## config.mk

```make
export PLATFORM = sky130hd
export DESIGN_NAME = soundex_code_stream
export DESIGN_NICKNAME = d
export VERILOG_FILES = /design/src/sv/sdx_pkg.sv /design/src/sv/soundex_code_stream.sv
export SDC_FILE = /design/constraint.sdc
export NUM_CORES = 1
export LEC_CHECK = 0
export BUFFER_PORTS_ARGS = -buffer_cell sky130_fd_sc_hd__buf_4
export CAP_MARGIN = 20
export CORE_AREA = 2 2 91 93
export DETAILED_ROUTE_END_ITERATION = 10
export DIE_AREA = 0 0 93 95
export GPL_TIMING_DRIVEN = 1
export HOLD_SLACK_MARGIN = 0.05
export SYNTH_ARGS = -nofsm -noshare
export SYNTH_HDL_FRONTEND = slang
export SYNTH_SLANG_ARGS = --single-unit
```

## constraint.sdc

```tcl
create_clock -name clk -period 3.33 [get_ports clk]
set_input_delay 0.666 -clock clk [delete_from_list [all_inputs] [get_ports clk]]
set_output_delay 0.666 -clock clk [all_outputs]
set_load 0.02 [all_outputs]
```

## src/sv/sdx_pkg.sv

```systemverilog
package sdx_pkg;

  typedef logic [2:0] code_t;

  localparam int unsigned NUM_OUT_DIGITS = 3;
  localparam logic [7:0] ASCII_A = 8'h41;
  localparam logic [7:0] ASCII_Z = 8'h5a;
  localparam code_t CODE_NONE = 3'd0;

  // letter index 0..25 -> soundex digit, 0 for vowels and H W Y
  function automatic code_t letter_digit(input logic [4:0] idx);
    code_t d;
    unique case (idx)
      5'd1, 5'd5, 5'd15, 5'd21:                         d = 3'd1;
      5'd2, 5'd6, 5'd9, 5'd10, 5'd16, 5'd18, 5'd23, 5'd25: d = 3'd2;
      5'd3, 5'd19:                                      d = 3'd3;
      5'd11:                                            d = 3'd4;
      5'd12, 5'd13:                                     d = 3'd5;
      5'd17:                                            d = 3'd6;
      default:                                          d = CODE_NONE;
    endcase
    return d;
  endfunction

endpackage

```

## src/sv/soundex_code_stream.sv

```systemverilog
// Soundex code stream: one byte of a word per input word, last_of_word on the
// final byte. A new byte is taken every cycle unless the input stalls; when a
// word's last byte leaves the input register, its code is written into the
// output register and holds until taken, while following bytes keep flowing
// in. Only a word's last byte waits in the input register while the previous
// code is still untaken, and that stalls the input. Per byte the work is one
// letter lookup and one run-collapse update of the word state.
// Bytes outside 'A'..'Z' are skipped; a word without letters gives
// empty_word = 1 and a zero code. CODE_DIGITS digits are kept; digit fields
// beyond CODE_DIGITS read 0.
module soundex_code_stream
  import sdx_pkg::*;
#(
  parameter int unsigned CODE_DIGITS = 3
) (
  input  logic       clk,
  input  logic       rst_n,
  input  logic       in_valid,
  output logic       in_ready,
  input  logic [7:0] in_char_code,
  input  logic       in_last_of_word,
  output logic       out_valid,
  input  logic       out_ready,
  output logic [7:0] out_lead_letter,
  output logic [2:0] out_digit_one,
  output logic [2:0] out_digit_two,
  output logic [2:0] out_digit_three,
  output logic       out_empty_word
);

  localparam int unsigned CNT_W = $clog2(CODE_DIGITS + 1);

  // input register
  logic       s1_valid_r;
  logic [7:0] s1_char_r;
  logic       s1_last_r;

  // word state
  logic [7:0]       held_lead_r,     held_lead_nxt;
  logic             lead_seen_r,     lead_seen_nxt;
  code_t            previous_code_r, previous_code_nxt;
  logic [CNT_W-1:0] digits_taken_r,  digits_taken_nxt;
  code_t            store_r   [CODE_DIGITS];
  code_t            store_nxt [CODE_DIGITS];

  // result register
  logic       out_valid_r;
  logic [7:0] out_lead_r;
  code_t      out_d1_r, out_d2_r, out_d3_r;
  logic       out_empty_r;

  logic       out_free;
  logic       s1_adv;
  logic       is_letter;
  code_t      code;
  logic       coded;
  logic       store_en;
  code_t [NUM_OUT_DIGITS-1:0] res_digits;

  assign out_free = !out_valid_r || out_ready;
  assign s1_adv   = s1_valid_r && (!s1_last_r || out_free);
  assign in_ready = !s1_valid_r || s1_adv;

  assign is_letter = (s1_char_r >= ASCII_A) && (s1_char_r <= ASCII_Z);
  assign code      = letter_digit(5'(s1_char_r - ASCII_A));
  assign coded     = is_letter && lead_seen_r && (code != CODE_NONE);
  assign store_en  = coded && (code != previous_code_r) &&
                     (digits_taken_r < CNT_W'(CODE_DIGITS));

  always_comb begin
    held_lead_nxt     = held_lead_r;
    lead_seen_nxt     = lead_seen_r;
    previous_code_nxt = coded ? code : previous_code_r;
    digits_taken_nxt  = store_en ? digits_taken_r + CNT_W'(1) : digits_taken_r;
    if (is_letter && !lead_seen_r) begin
      held_lead_nxt = s1_char_r;
      lead_seen_nxt = 1'b1;
    end
    for (int i = 0; i < CODE_DIGITS; i++) begin
      store_nxt[i] = (store_en && digits_taken_r == CNT_W'(i)) ? code : store_r[i];
    end
  end

  for (genvar k = 0; k < NUM_OUT_DIGITS; k++) begin : g_res
    if (k < CODE_DIGITS) begin : g_kept
      assign res_digits[k] = store_nxt[k];
    end else begin : g_pad
      assign res_digits[k] = CODE_NONE;
    end
  end

  always_ff @(posedge clk) begin
    if (!rst_n) begin
      s1_valid_r      <= 1'b0;
      held_lead_r     <= '0;
      lead_seen_r     <= 1'b0;
      previous_code_r <= CODE_NONE;
      digits_taken_r  <= '0;
      for (int i = 0; i < CODE_DIGITS; i++) store_r[i] <= CODE_NONE;
      out_valid_r     <= 1'b0;
    end else begin
      if (in_ready) begin
        s1_valid_r <= in_valid;
      end
      if (s1_adv) begin
        if (s1_last_r) begin
          held_lead_r     <= '0;
          lead_seen_r     <= 1'b0;
          previous_code_r <= CODE_NONE;
          digits_taken_r  <= '0;
          for (int i = 0; i < CODE_DIGITS; i++) store_r[i] <= CODE_NONE;
        end else begin
          held_lead_r     <= held_lead_nxt;
          lead_seen_r     <= lead_seen_nxt;
          previous_code_r <= previous_code_nxt;
          digits_taken_r  <= digits_taken_nxt;
          store_r         <= store_nxt;
        end
      end
      if (s1_adv && s1_last_r) begin
        out_valid_r <= 1'b1;
      end else if (out_ready) begin
        out_valid_r <= 1'b0;
      end
    end
  end

  always_ff @(posedge clk) begin
    if (in_ready && in_valid) begin
      s1_char_r <= in_char_code;
      s1_last_r <= in_last_of_word;
    end
    if (s1_adv && s1_last_r) begin
      out_lead_r  <= lead_seen_nxt ? held_lead_nxt : 8'd0;
      out_d1_r    <= lead_seen_nxt ? res_digits[0] : CODE_NONE;
      out_d2_r    <= lead_seen_nxt ? res_digits[1] : CODE_NONE;
      out_d3_r    <= lead_seen_nxt ? res_digits[2] : CODE_NONE;
      out_empty_r <= !lead_seen_nxt;
    end
  end

  assign out_valid       = out_valid_r;
  assign out_lead_letter = out_lead_r;
  assign out_digit_one   = out_d1_r;
  assign out_digit_two   = out_d2_r;
  assign out_digit_three = out_d3_r;
  assign out_empty_word  = out_empty_r;

  a_clear_after_word: assert property (@(posedge clk) disable iff (!rst_n)
    s1_adv && s1_last_r |=> !lead_seen_r && digits_taken_r == '0)
    else $error("word state not cleared after last byte");

  a_taken_bound: assert property (@(posedge clk) disable iff (!rst_n)
    digits_taken_r <= CNT_W'(CODE_DIGITS))
    else $error("digit count past CODE_DIGITS");

  a_prev_implies_digit: assert property (@(posedge clk) disable iff (!rst_n)
    previous_code_r != CODE_NONE |-> digits_taken_r != '0 && lead_seen_r)
    else $error("previous code without stored digit");

  a_empty_zero: assert property (@(posedge clk) disable iff (!rst_n)
    out_valid_r && out_empty_r |-> out_lead_r == 8'd0 && out_d1_r == CODE_NONE &&
      out_d2_r == CODE_NONE && out_d3_r == CODE_NONE)
    else $error("empty word with nonzero code");

endmodule

```

==> results of run 1 <==
-- per-layer routing --
metal / vias up / global-route usage / part of all wire
li1: 964 / - / -
met4: 0 / 0.0404 / 0.013
met1: 879 / 0.175 / 0.51
met2: 36 / 0.195 / 0.44
met3: 6 / 0.0208 / 0.030
met5: - / 0 / 0
-- state kept, by name, indices dropped and copies added, names as in the netlist, 2 cells and up --
signal and count:
out_digit_one 3, store_r 9, out_digit_two 3, previous_code_r 3, out_lead_letter 8, out_digit_three 3
digits_taken_r 2, held_lead_r 8, s1_char_r 8
-- critical path, delay by kind of cell (launching register included) --
kind / cells / cell delay [ps]
AO/OA/AOI/OAI: 4 / 850
adder cells (fa/ha/maj): 2 / 590
buffers and inverters: 4 / 500
flip-flops: 1 / 390
AND/OR/NAND/NOR: 1 / 360
multiplexers: 1 / 150
-- cell usage after synthesis, types with 2 or more instances --
master	number
a21oi_1	8
a22oi_1	5
a32o_1	3
and2_1	7
and3_1	8
and3b_1	2
clkbuf_1	8
dfxtp_1	25
edfxtp_1	27
ha_1	11
inv_1	9
mux2i_1	11
nand2_1	43
nand3_1	2
nor2_1	4
nor2b_1	8
o2111ai_1	3
o2111ai_4	3
o21ai_0	6
o21ai_1	3
o22ai_1	9
o311ai_0	3
or2_1	2
or2_2	2
or3_1	3
xnor2_4	2
-- final cells by class --
| type | count | area share |
|---|---|---|
| Clock buffer | 5 | 0.0215 |
| Clock inverter | 3 | 0.0281 |
| Inverter | 11 | 0.0129 |
| Multi-Input combinational cell | 172 | 0.406 |
| Sequential cell | 52 | 0.409 |
| Tap cell | 105 | 0.0410 |
| Timing Repair Buffer | 35 | 0.0819 |
-- how the worst max path moves through the flow --
stage,startpoint,to,slack (ps),depth (start not counted)
final,s1_char_r[0],previous_code_r[1],380,12
after global routing,s1_char_r[0],out_digit_one[2],170,11
after CTS,s1_char_r[0],out_digit_two[1],390,11
after detailed placement,s1_char_r[0],out_digit_three[0],400,11
after global placement,s1_char_r[0],out_digit_two[2],470,9
after floorplan,s1_char_r[0],out_digit_one[2],360,9
-- logic make-up after synthesis --
family / after synthesis / share of synthesized area
mux: 11 / 0.0410
fa+ha+maj: 11 / 0.0512
buf+inv: 20 / 0.0284
compound gates: 58 / 0.192
simple gates: 88 / 0.173
flops: 52 / 0.488
xor+xnor: 4 / 0.0270
-- report_power, final --
group	total, mW	internal (mW)	switching [mW]
combinational	0.145	0.0543	0.0912
sequential	0.695	0.684	0.0112
clock	0.589	0.376	0.213
-- metrics by stage --
| stage | cell area (um^2) | setup slack, ps | total power [mW] |
|---|---|---|---|
| 3_5_place_dp | 3050 | 399 | 0.855 |
| 3_3_place_gp | 3050 | 471 | 0.855 |
| 6_report | 3210 | 379 | 1.43 |
| 2_1_floorplan | 2690 | 359 | 0.812 |
| 5_1_grt | 3210 | 172 | 1.48 |
| 4_1_cts | 3210 | 390 | 1.44 |
==> key figures, run 1 <==
Run status
  – Outcome: finished clean

Yosys
  – Top FF cell, synth: edfxtp_1
  – Syn nets: approximately 270
  – Post-synth cell types: 53
  – Post-synthesis register bit count: 52
  – Register area share after synthesis: 0.488
  – Post-synth EDFFs: 27
  – Largest cells by area after synthesis: edfxtp_1 30%, dfxtp_1 19%, nand2_1 6.0%
  – Mean area per synthesized cell: 11.0 um^2
  – Post-Syn Area: 2690 um^2
  – Post-synth top area share: 0.302
  – Synthesis warning total: 0
  – Synth Instances: about 240
  – Async set or reset register ratio after synthesis: 0
  – Biggest area consumer among synthesized cells: edfxtp_1

CTS
  – Htree depth: 2
  – Post-CTS Repair Setup Buffers: 0
  – Hold-fix buffers, CTS: 0
  – Root Buffer: clkbuf_8
  – TritonCTS buffer count: 5
  – Worst-skew pair later-pin latency: a little over 300 ps
  – Resize count post-CTS: 0
  – Clk buf depth: 2
  – TritonCTS clock tree: yes
  – Number of clock sinks: 52
  – CTS clk-pin slew, worst paths: roughly 100 ps

Cells and area
  – Most frequent cells in the layout: 43 x nand2_1, 35 x buf_4, 27 x edfxtp_1
  – Number of inserted diodes: 0
  – Syn-to-layout area delta: 19.3%
  – Layout cells sized above 1: 0.223
  – Area of the multi-input gates: about 1300 um^2
  – Layout Cells excl Fill: ~380
  – Fillers: ~800
  – Fin nets: ~300
  – Most common cell after layout, fill and taps aside: nand2_1
  – Seq. cell area: around 1300 um^2
  – Final core utilization: 0.405

Critical path
  – Most common cell on crit path: inv_1
  – Worst reg2reg path depth: 12
  – CP endpoint kind: register
  – Worst path slowest cell: ha_1
  – Crit Path Class: reg -> reg
  – Worst Setup Start Kind: register
  – Worst r2r src: s1_char_r[0]
  – CP max FO: 7
  – Reg-to-reg endpoint: previous_code_r[1]
  – Critical Path, Cell by Cell: inv_1 -> ha_1 -> inv_1 -> ha_1 -> inv_1 -> o2111ai_1 -> mux2i_1 -> or2_2 -> a31oi_4 -> buf_4 -> a21oi_1 -> a32o_1
  – Slowest stage delay, CP: 400 ps
  – Worst reg-to-reg setup slack: 380 ps
  – Required time worst endpoint: ~3500 ps
  – Arrival time at the worst endpoint: 3150 ps

STA
  – Clk_skew: around 7.6 ps
  – FMAX: about 340 MHz
  – RSZ-0062 raised after global routing: false
  – Setup Viol. Count Final: 0
  – Slew headroom: 0.407
  – Slew @ Worst Pin: ~900 ps
  – Min Hold Slack: ~460 ps
  – Final Slew Violations: 0
  – Endpoints failing hold: 0
  – Crit path time final: slightly below 3000 ps
  – Setup tns final: 0 ps
  – Final period util: 0.886

Die
  – Die height: 95 um
  – Core area: just under 8000 um^2
  – Top Ports: 33
  – Die area: slightly below 9000 um^2
  – Die W: 93 um
  – Row count: 33
  – Initial Util: 0.339

Place
  – PortBufs: 32
  – GP Congestion: 0.870
  – DP Wirelength: ~3800 um
  – Placed Instances: about 380

Drt
  – Post-route DRC violation count: 0
  – DRT Wirelength: between 5000 and 6000 um
  – Vias: 1,885
  – Pre-antenna DRT Iters: 4
  – Initial drt markers: 85
  – Routed Antenna Nets: 0
  – Vias per inst: 4.92
  – Per-cell routed wire length: ~14 um

Hold path
  – Hold Path Sink: store_r[7]
  – Hold depth: 2
  – HP Class: reg -> reg
  – Min-delay src: store_r[7]

Power and ir drop
  – Static Leakage: approximately 1.3 nW
  – VDD IR max: ~0.17 mV
  – Pwr Density: between 400 and 500 nW/um^2

GRT
  – Initial antenna violation count: 0
  – Gr ovfl total: 0
  – Largest net degree at the start of global routing: 20
  – Global-route usage over all layers: 0.124
  – Number of global-route vias before repair: 1,771
  – First-pass GRT wire length: slightly below 9000 um

Flow run
  – Max-Cap Viols: 0
(Power assumes the default switching activity.)
==> inputs of run 2 (changes only) <==
--- a/config.mk
+++ b/config.mk
@@ -8,6 +8,7 @@
 export BUFFER_PORTS_ARGS = -buffer_cell sky130_fd_sc_hd__buf_4
 export CAP_MARGIN = 20
 export CORE_AREA = 2 2 91 93
+export CTS_BUF_LIST = sky130_fd_sc_hd__clkbuf_16
 export DETAILED_ROUTE_END_ITERATION = 10
 export DIE_AREA = 0 0 93 95
 export GPL_TIMING_DRIVEN = 1
==> run 2 against run 1 <==
Effect of this change: fmax rose by 0.21%; sequential share of layout area fell by 0.71 points; combinational power is essentially flat; global-route usage about the same; register-to-register slack is essentially flat; die area did not move; wire length decreased by 0.55%; first-iteration DRC count is 18% lower; final cell count stayed put; via count fell by 0.16%; flip-flop and latch count stayed put; largest power group is now the clock network.
==> key figures, run 2 (synthesis gave the netlist of run 1 again) <==
Run status
  – Outcome: finished clean (unchanged)

Critical path
  – CP endpoint kind: register (unchanged)
  – Required time worst endpoint: 3360 ps (was 3530 ps)
  – Slowest stage delay, CP: 400 ps (about the same)
  – Worst path slowest cell: ha_1 (unchanged)
  – Critical Path, Cell by Cell: inv_1 -> ha_1 -> inv_1 -> ha_1 -> inv_1 -> o2111ai_1 -> mux2i_1 -> or2_2 -> a31oi_4 -> o2111ai_4 -> mux2i_1 (was inv_1 -> ha_1 -> inv_1 -> ha_1 -> inv_1 -> o2111ai_1 -> mux2i_1 -> or2_2 -> a31oi_4 -> buf_4 -> a21oi_1 -> a32o_1)
  – CP max FO: 7 (unchanged)
  – Buffers & Inverters on Critical Path: 3 (was 4)
  – Crit Path Class: reg -> reg (unchanged)
  – Worst Setup Start Kind: register (unchanged)
  – Critical path's top delay family: compound AO/OA/AOI/OAI gates (unchanged)
  – Arrival time at the worst endpoint: 2970 ps (was 3150 ps)
  – Most common cell on crit path: inv_1 (unchanged)

Drt
  – DRT Wirelength: 5240 um (was 5270 um)
  – Pre-antenna DRT Iters: 4 (unchanged)
  – Vias: 1,882 (was 1,885)
  – Vias per inst: 4.91 (was 4.92)
  – Initial drt markers: 70 (was 85)
  – Routed Antenna Nets: 0 (unchanged)
  – Post-route DRC violation count: 0 (unchanged)
  – Per-cell routed wire length: 13.7 um (was 13.8 um)

Power and ir drop
  – Switching part of the total: 0.207 (was 0.221)
  – Sequential power share: 0.443 (was 0.486)
  – Clock share of power: 0.464 (was 0.412)
  – Static Leakage: 1.28 nW (was 1.26 nW)
  – Cell-internal power: 1.25 mW (was 1.11 mW)
  – Total power: 1.57 mW (was 1.43 mW)
  – Pwr Density: 481 nW/um^2 (was 446 nW/um^2)
  – VDD IR max: 0.178 mV (was 0.166 mV)
  – Comb pwr share: 0.092 (was 0.102)
  – Sw power: 0.325 mW (was 0.316 mW)

Cells and area
  – Layout cells sized above 1: 0.223 (unchanged)
  – Fin area: 3260 um^2 (was 3210 um^2)
  – Syn-to-layout area delta: 21.4% (was 19.3%)
  – Number of inserted diodes: 0 (unchanged)
  – Reg with most FFs: store_r (unchanged)
  – Max reg flops: 9 (unchanged)
  – Most frequent cells in the layout: 43 x nand2_1, 35 x buf_4, 27 x edfxtp_1 (unchanged)
  – Fin nets: 301 (unchanged)
  – Most common cell after layout, fill and taps aside: nand2_1 (unchanged)

Die
  – Die height: 95 um (unchanged)
  – Core area: 7930 um^2 (unchanged)
  – Initial Util: 0.339 (unchanged)
  – Row count: 33 (unchanged)
  – Die area: 8840 um^2 (unchanged)
  – Die W: 93 um (unchanged)
  – Top Ports: 33 (unchanged)

Place
  – Pre-CTS WS: 399 ps (unchanged)
  – Placed cell area: 3050 um^2 (unchanged)
  – PortBufs: 32 (unchanged)
  – GP Congestion: 0.870 (unchanged)
  – DP Wirelength: 3830 um (unchanged)

STA
  – Setup Viol. Count Final: 0 (unchanged)
  – Worst setup margin: 385 ps (was 379 ps)
  – RSZ-0062 raised after global routing: false (unchanged)
  – Setup tns final: 0 ps (unchanged)
  – FMAX: 340 MHz (was 339 MHz)
  – Clk_skew: 6.06 ps (was 7.59 ps)
  – Endpoints failing hold: 0 (unchanged)
  – Min Hold Slack: 458 ps (was 464 ps)
  – Slew @ Worst Pin: 890 ps (was 886 ps)
  – Crit path time final: 2940 ps (was 2950 ps)
  – Slew headroom: 0.404 (was 0.407)
  – Final Slew Violations: 0 (unchanged)
  – Final period util: 0.884 (was 0.886)

Hold path
  – HP Class: reg -> reg (unchanged)

CTS
  – Resize count post-CTS: 0 (unchanged)
  – Root Buffer: clkbuf_16 (was clkbuf_8)
  – CTS clk-pin slew, worst paths: 70 ps (was 100 ps)
  – Hold-fix buffers, CTS: 0 (unchanged)
  – TritonCTS clock tree: yes (unchanged)
  – Htree depth: 2 (unchanged)
  – Post-CTS Repair Setup Buffers: 0 (unchanged)
  – Worst-skew pair later-pin latency: 290 ps (was 310 ps)
  – Number of clock sinks: 52 (unchanged)
  – Clk buf depth: 2 (unchanged)
  – TritonCTS buffer count: 5 (unchanged)

GRT
  – Largest net degree at the start of global routing: 20 (unchanged)
  – Number of global-route vias before repair: 1,784 (was 1,771)
  – Global-route usage over all layers: 0.125 (was 0.124)
  – First-pass GRT wire length: 8780 um (unchanged)
  – Initial antenna violation count: 0 (unchanged)
  – Gr ovfl total: 0 (unchanged)

Flow run
  – Max-Cap Viols: 0 (unchanged)
run 2: per-stage QoR:
step	utilization	instances
6_report	0.412	383
5_1_grt	0.412	383
4_1_cts	0.412	383
3_5_place_dp	0.384	375
3_3_place_gp	0.384	375
2_1_floorplan	-	244
run 2: cell type report:
cell class | count | area [um^2]
clock buffer | 5 | 125
clock inverter | 3 | 90.1
sequential | 52 | 1310
fill | 791 | 4660
timing repair buffer | 35 | 263
multi-input combinational | 172 | 1300
tap | 105 | 131
inverter | 11 | 41.3
run 2: worst paths after layout:
check	start	endpoint	cells past startpoint	slack [ps]
max	s1_char_r[0]	out_digit_two[1]	11	390
min	store_r[7]	store_r[7]	2	460
min reg2reg	store_r[7]	store_r[7]	2	460
max reg2reg	s1_char_r[0]	out_digit_two[1]	11	390
run 2: power by group through the flow:
| stage | logic, mW | clock network (mW) | registers [mW] |
|---|---|---|---|
| after floorplan | 0.100 | 0 | 0.712 |
| final | 0.145 | 0.729 | 0.696 |
| after global placement | 0.144 | 0 | 0.710 |
| after CTS | 0.146 | 0.746 | 0.696 |
| after global routing | 0.161 | 0.766 | 0.698 |
| after detailed placement | 0.145 | 0 | 0.711 |
run 2: worst register-to-register path: stages, from the launching register on:
cell       delay (ps)
edfxtp_1          380
inv_1             110
ha_1              190
inv_1              70
ha_1              400
inv_1             110
o2111ai_1         210
mux2i_1           150
or2_2             360
a31oi_4           300
o2111ai_4         230
mux2i_1           180
run 2: per-layer routing:
metal,GRT usage,vias to the layer above,part of all wire
li1,-,963,-
met1,0.176,883,0.51
met2,0.196,34,0.45
met3,0.0231,2,0.030
met4,0.0368,0,0.0069
met5,0,-,0
==> inputs of run 3 (changes only) <==
--- a/config.mk
+++ b/config.mk
@@ -7,12 +7,15 @@
 export LEC_CHECK = 0
 export BUFFER_PORTS_ARGS = -buffer_cell sky130_fd_sc_hd__buf_4
 export CAP_MARGIN = 20
+export CELL_PAD_IN_SITES_DETAIL_PLACEMENT = 1
+export CELL_PAD_IN_SITES_GLOBAL_PLACEMENT = 2
 export CORE_AREA = 2 2 91 93
 export CTS_BUF_LIST = sky130_fd_sc_hd__clkbuf_16
 export DETAILED_ROUTE_END_ITERATION = 10
 export DIE_AREA = 0 0 93 95
 export GPL_TIMING_DRIVEN = 1
 export HOLD_SLACK_MARGIN = 0.05
+export PLACE_DENSITY_LB_ADDON = 0.1
 export SYNTH_ARGS = -nofsm -noshare
 export SYNTH_HDL_FRONTEND = slang
 export SYNTH_SLANG_ARGS = --single-unit
==> run 3 against run 2 <==
Effect of this change: flip-flop and latch count unchanged; largest cell class unchanged; power decreased by 8.7%; highest routed layer unchanged; hold slack about the same; first-iteration DRC count increased by 31%; sequential power about the same; register-to-register slack got worse by 30 ps; final cell count increased by 1.3%; critical endpoint is now out_digit_two[2]; via count increased by 3.8%; fmax decreased by 1.1%.
==> key figures, run 3 (synthesis gave the netlist of run 1 again) <==
Die
  – Die W: 93 um (unchanged)
  – Core area: 7930 um^2 (unchanged)
  – Row count: 33 (unchanged)
  – Top Ports: 33 (unchanged)
  – Die area: 8840 um^2 (unchanged)
  – Die height: 95 um (unchanged)
  – Initial Util: 0.339 (unchanged)

STA
  – FMAX: 336 MHz (was 340 MHz)
  – RSZ-0062 raised after global routing: false (unchanged)
  – Clk_skew: 5.20 ps (was 6.06 ps)
  – Final Slew Violations: 0 (unchanged)
  – Endpoints failing hold: 0 (unchanged)
  – Setup tns final: 0 ps (unchanged)
  – Slew headroom: 0.352 (was 0.404)
  – Worst setup margin: 352 ps (was 385 ps)
  – Final period util: 0.894 (was 0.884)
  – Min Hold Slack: 458 ps (about the same)
  – Crit path time final: 2980 ps (was 2940 ps)
  – Setup Viol. Count Final: 0 (unchanged)
  – Slew @ Worst Pin: 968 ps (was 890 ps)

Critical path
  – Required time worst endpoint: 3350 ps (was 3360 ps)
  – Buffers & Inverters on Critical Path: 1 (was 3)
  – Most common cell on crit path: xnor2_4 (was inv_1)
  – Stages on worst setup path: 9 (was 11)
  – CP endpoint kind: register (unchanged)
  – Worst reg-to-reg setup slack: 350 ps (was 390 ps)
  – Critical Path, Cell by Cell: inv_1 -> ha_1 -> or3b_4 -> xnor2_4 -> nor2_2 -> o41a_4 -> xnor2_4 -> o2111ai_4 -> mux2i_1 (was inv_1 -> ha_1 -> inv_1 -> ha_1 -> inv_1 -> o2111ai_1 -> mux2i_1 -> or2_2 -> a31oi_4 -> o2111ai_4 -> mux2i_1)
  – Reg-to-reg endpoint: out_digit_two[2] (was out_digit_two[1])
  – Slowest stage delay, CP: 500 ps (was 400 ps)
  – Worst reg2reg path depth: 9 (was 11)
  – Worst r2r src: s1_char_r[1] (was s1_char_r[0])
  – CP max FO: 6 (was 7)
  – Worst Setup Start Kind: register (unchanged)
  – Arrival time at the worst endpoint: 3000 ps (was 2970 ps)
  – Crit Path Class: reg -> reg (unchanged)
  – Worst path slowest cell: o41a_4 (was ha_1)
  – Critical path's top delay family: compound AO/OA/AOI/OAI gates (unchanged)

CTS
  – Htree depth: 2 (unchanged)
  – Resize count post-CTS: 0 (unchanged)
  – CTS clk-pin slew, worst paths: 70 ps (about the same)
  – Clk buf depth: 2 (unchanged)
  – TritonCTS buffer count: 5 (unchanged)
  – Number of clock sinks: 52 (unchanged)
  – TritonCTS clock tree: yes (unchanged)
  – Hold-fix buffers, CTS: 0 (unchanged)
  – Worst-skew pair later-pin latency: 290 ps (about the same)
  – Root Buffer: clkbuf_16 (unchanged)

Place
  – Placed cell area: 3060 um^2 (was 3050 um^2)
  – DP Wirelength: 4510 um (was 3830 um)
  – GP Congestion: 0.754 (was 0.870)
  – Pre-CTS WS: 200 ps (was 399 ps)
  – Placed Instances: 377 (was 375)
  – PortBufs: 32 (unchanged)

Cells and area
  – Most common cell after layout, fill and taps aside: nand2_1 (unchanged)
  – Reg with most FFs: store_r (unchanged)
  – Fin area: 3260 um^2 (about the same)
  – Max reg flops: 9 (unchanged)
  – Fin nets: 306 (was 301)
  – Most frequent cells in the layout: 43 x nand2_1, 39 x buf_4, 27 x edfxtp_1 (was 43 x nand2_1, 35 x buf_4, 27 x edfxtp_1)
  – Layout Cells excl Fill: 388 (was 383)
  – Layout cells sized above 1: 0.233 (was 0.223)
  – Syn-to-layout area delta: 21.3% (was 21.4%)
  – Final core utilization: 0.411 (was 0.412)
  – Number of inserted diodes: 0 (unchanged)

Drt
  – Pre-antenna DRT Iters: 4 (unchanged)
  – Routed Antenna Nets: 0 (unchanged)
  – Per-cell routed wire length: 16.1 um (was 13.7 um)
  – DRT Wirelength: 6230 um (was 5240 um)
  – Initial drt markers: 92 (was 70)
  – Vias: 1,954 (was 1,882)
  – Post-route DRC violation count: 0 (unchanged)
  – Vias per inst: 5.04 (was 4.91)

Power and ir drop
  – Pwr Density: 439 nW/um^2 (was 481 nW/um^2)
  – Comb pwr share: 0.108 (was 0.092)
  – Cell-internal power: 1.09 mW (was 1.25 mW)
  – Sequential power share: 0.485 (was 0.443)
  – Static Leakage: 1.30 nW (was 1.28 nW)
  – Switching part of the total: 0.238 (was 0.207)
  – VDD IR max: 0.183 mV (was 0.178 mV)
  – Clock share of power: 0.406 (was 0.464)
  – Total power: 1.43 mW (was 1.57 mW)
  – Sw power: 0.341 mW (was 0.325 mW)

Flow run
  – Max-Cap Viols: 0 (unchanged)

GRT
  – Gr ovfl total: 0 (unchanged)
  – Global-route usage over all layers: 0.154 (was 0.125)
  – Initial antenna violation count: 0 (unchanged)
  – Number of global-route vias before repair: 1,925 (was 1,784)
  – First-pass GRT wire length: 10,400 um (was 8780 um)
  – Largest net degree at the start of global routing: 20 (unchanged)

Run status
  – Outcome: finished clean (unchanged)

Hold path
  – HP Class: reg -> reg (unchanged)
  – Hold depth: 2 (unchanged)
  – Min-delay src: store_r[4] (was store_r[7])
  – Hold Path Sink: store_r[4] (was store_r[7])
run 3: changes by cell type in the layout (fill, tap and decap cells not counted):
| cell | before | now |
|---|---|---|
| inv_1 | 9 | 10 |
| bufinv_16 | 3 | 1 |
| clkinv_2 | 0 | 1 |
| buf_4 | 35 | 39 |
| buf_12 | 0 | 1 |
run 3: repair_timing:
item | in CTS | in global routing
setup endpoints to repair | 0 | 9
endpoints found under the hold margin | 0 | 0
setup buffers | 0 | 3
run 3: how the worst max path moves through the flow:
stage                             from          endpoint  slack [ps]
after global routing      s1_char_r[0]  out_digit_two[2]         160
after detailed placement  s1_char_r[0]  out_digit_two[2]         200
final                     s1_char_r[1]  out_digit_two[2]         350
after CTS                 s1_char_r[0]  out_digit_two[2]         190
after floorplan           s1_char_r[0]  out_digit_one[2]         360
after global placement    s1_char_r[0]  out_digit_two[2]         280
run 3: final cells by class:
cell class,instances,area (um^2)
Multi-Input combinational cell,172,1300
Clock inverter,3,38.8
Fill cell,890,4670
Clock buffer,5,125
Inverter,11,41.3
Timing Repair Buffer,40,313
Sequential cell,52,1310
Tap cell,105,131
run 3: worst min-delay path: stages (launching register included):
cell	delay [ps]
dfxtp_1	310
nand2_1	50
o22ai_1	50
run 3: per-layer routing:
layer / routed length, um / vias up / GRT usage
li1: - / 972 / -
met1: 3300 / 945 / 0.221
met2: 2640 / 31 / 0.231
met3: 206 / 6 / 0.0327
met4: 86 / 0 / 0.0478
met5: 0 / - / 0
run 3: power groups by stage:
stage	clock network [mW]	registers, mW	logic (mW)
global placement	0	0.710	0.157
finish	0.582	0.696	0.155
detailed placement	0	0.710	0.157
floorplan	0	0.712	0.100
CTS	0.596	0.696	0.158
global route	0.615	0.697	0.171
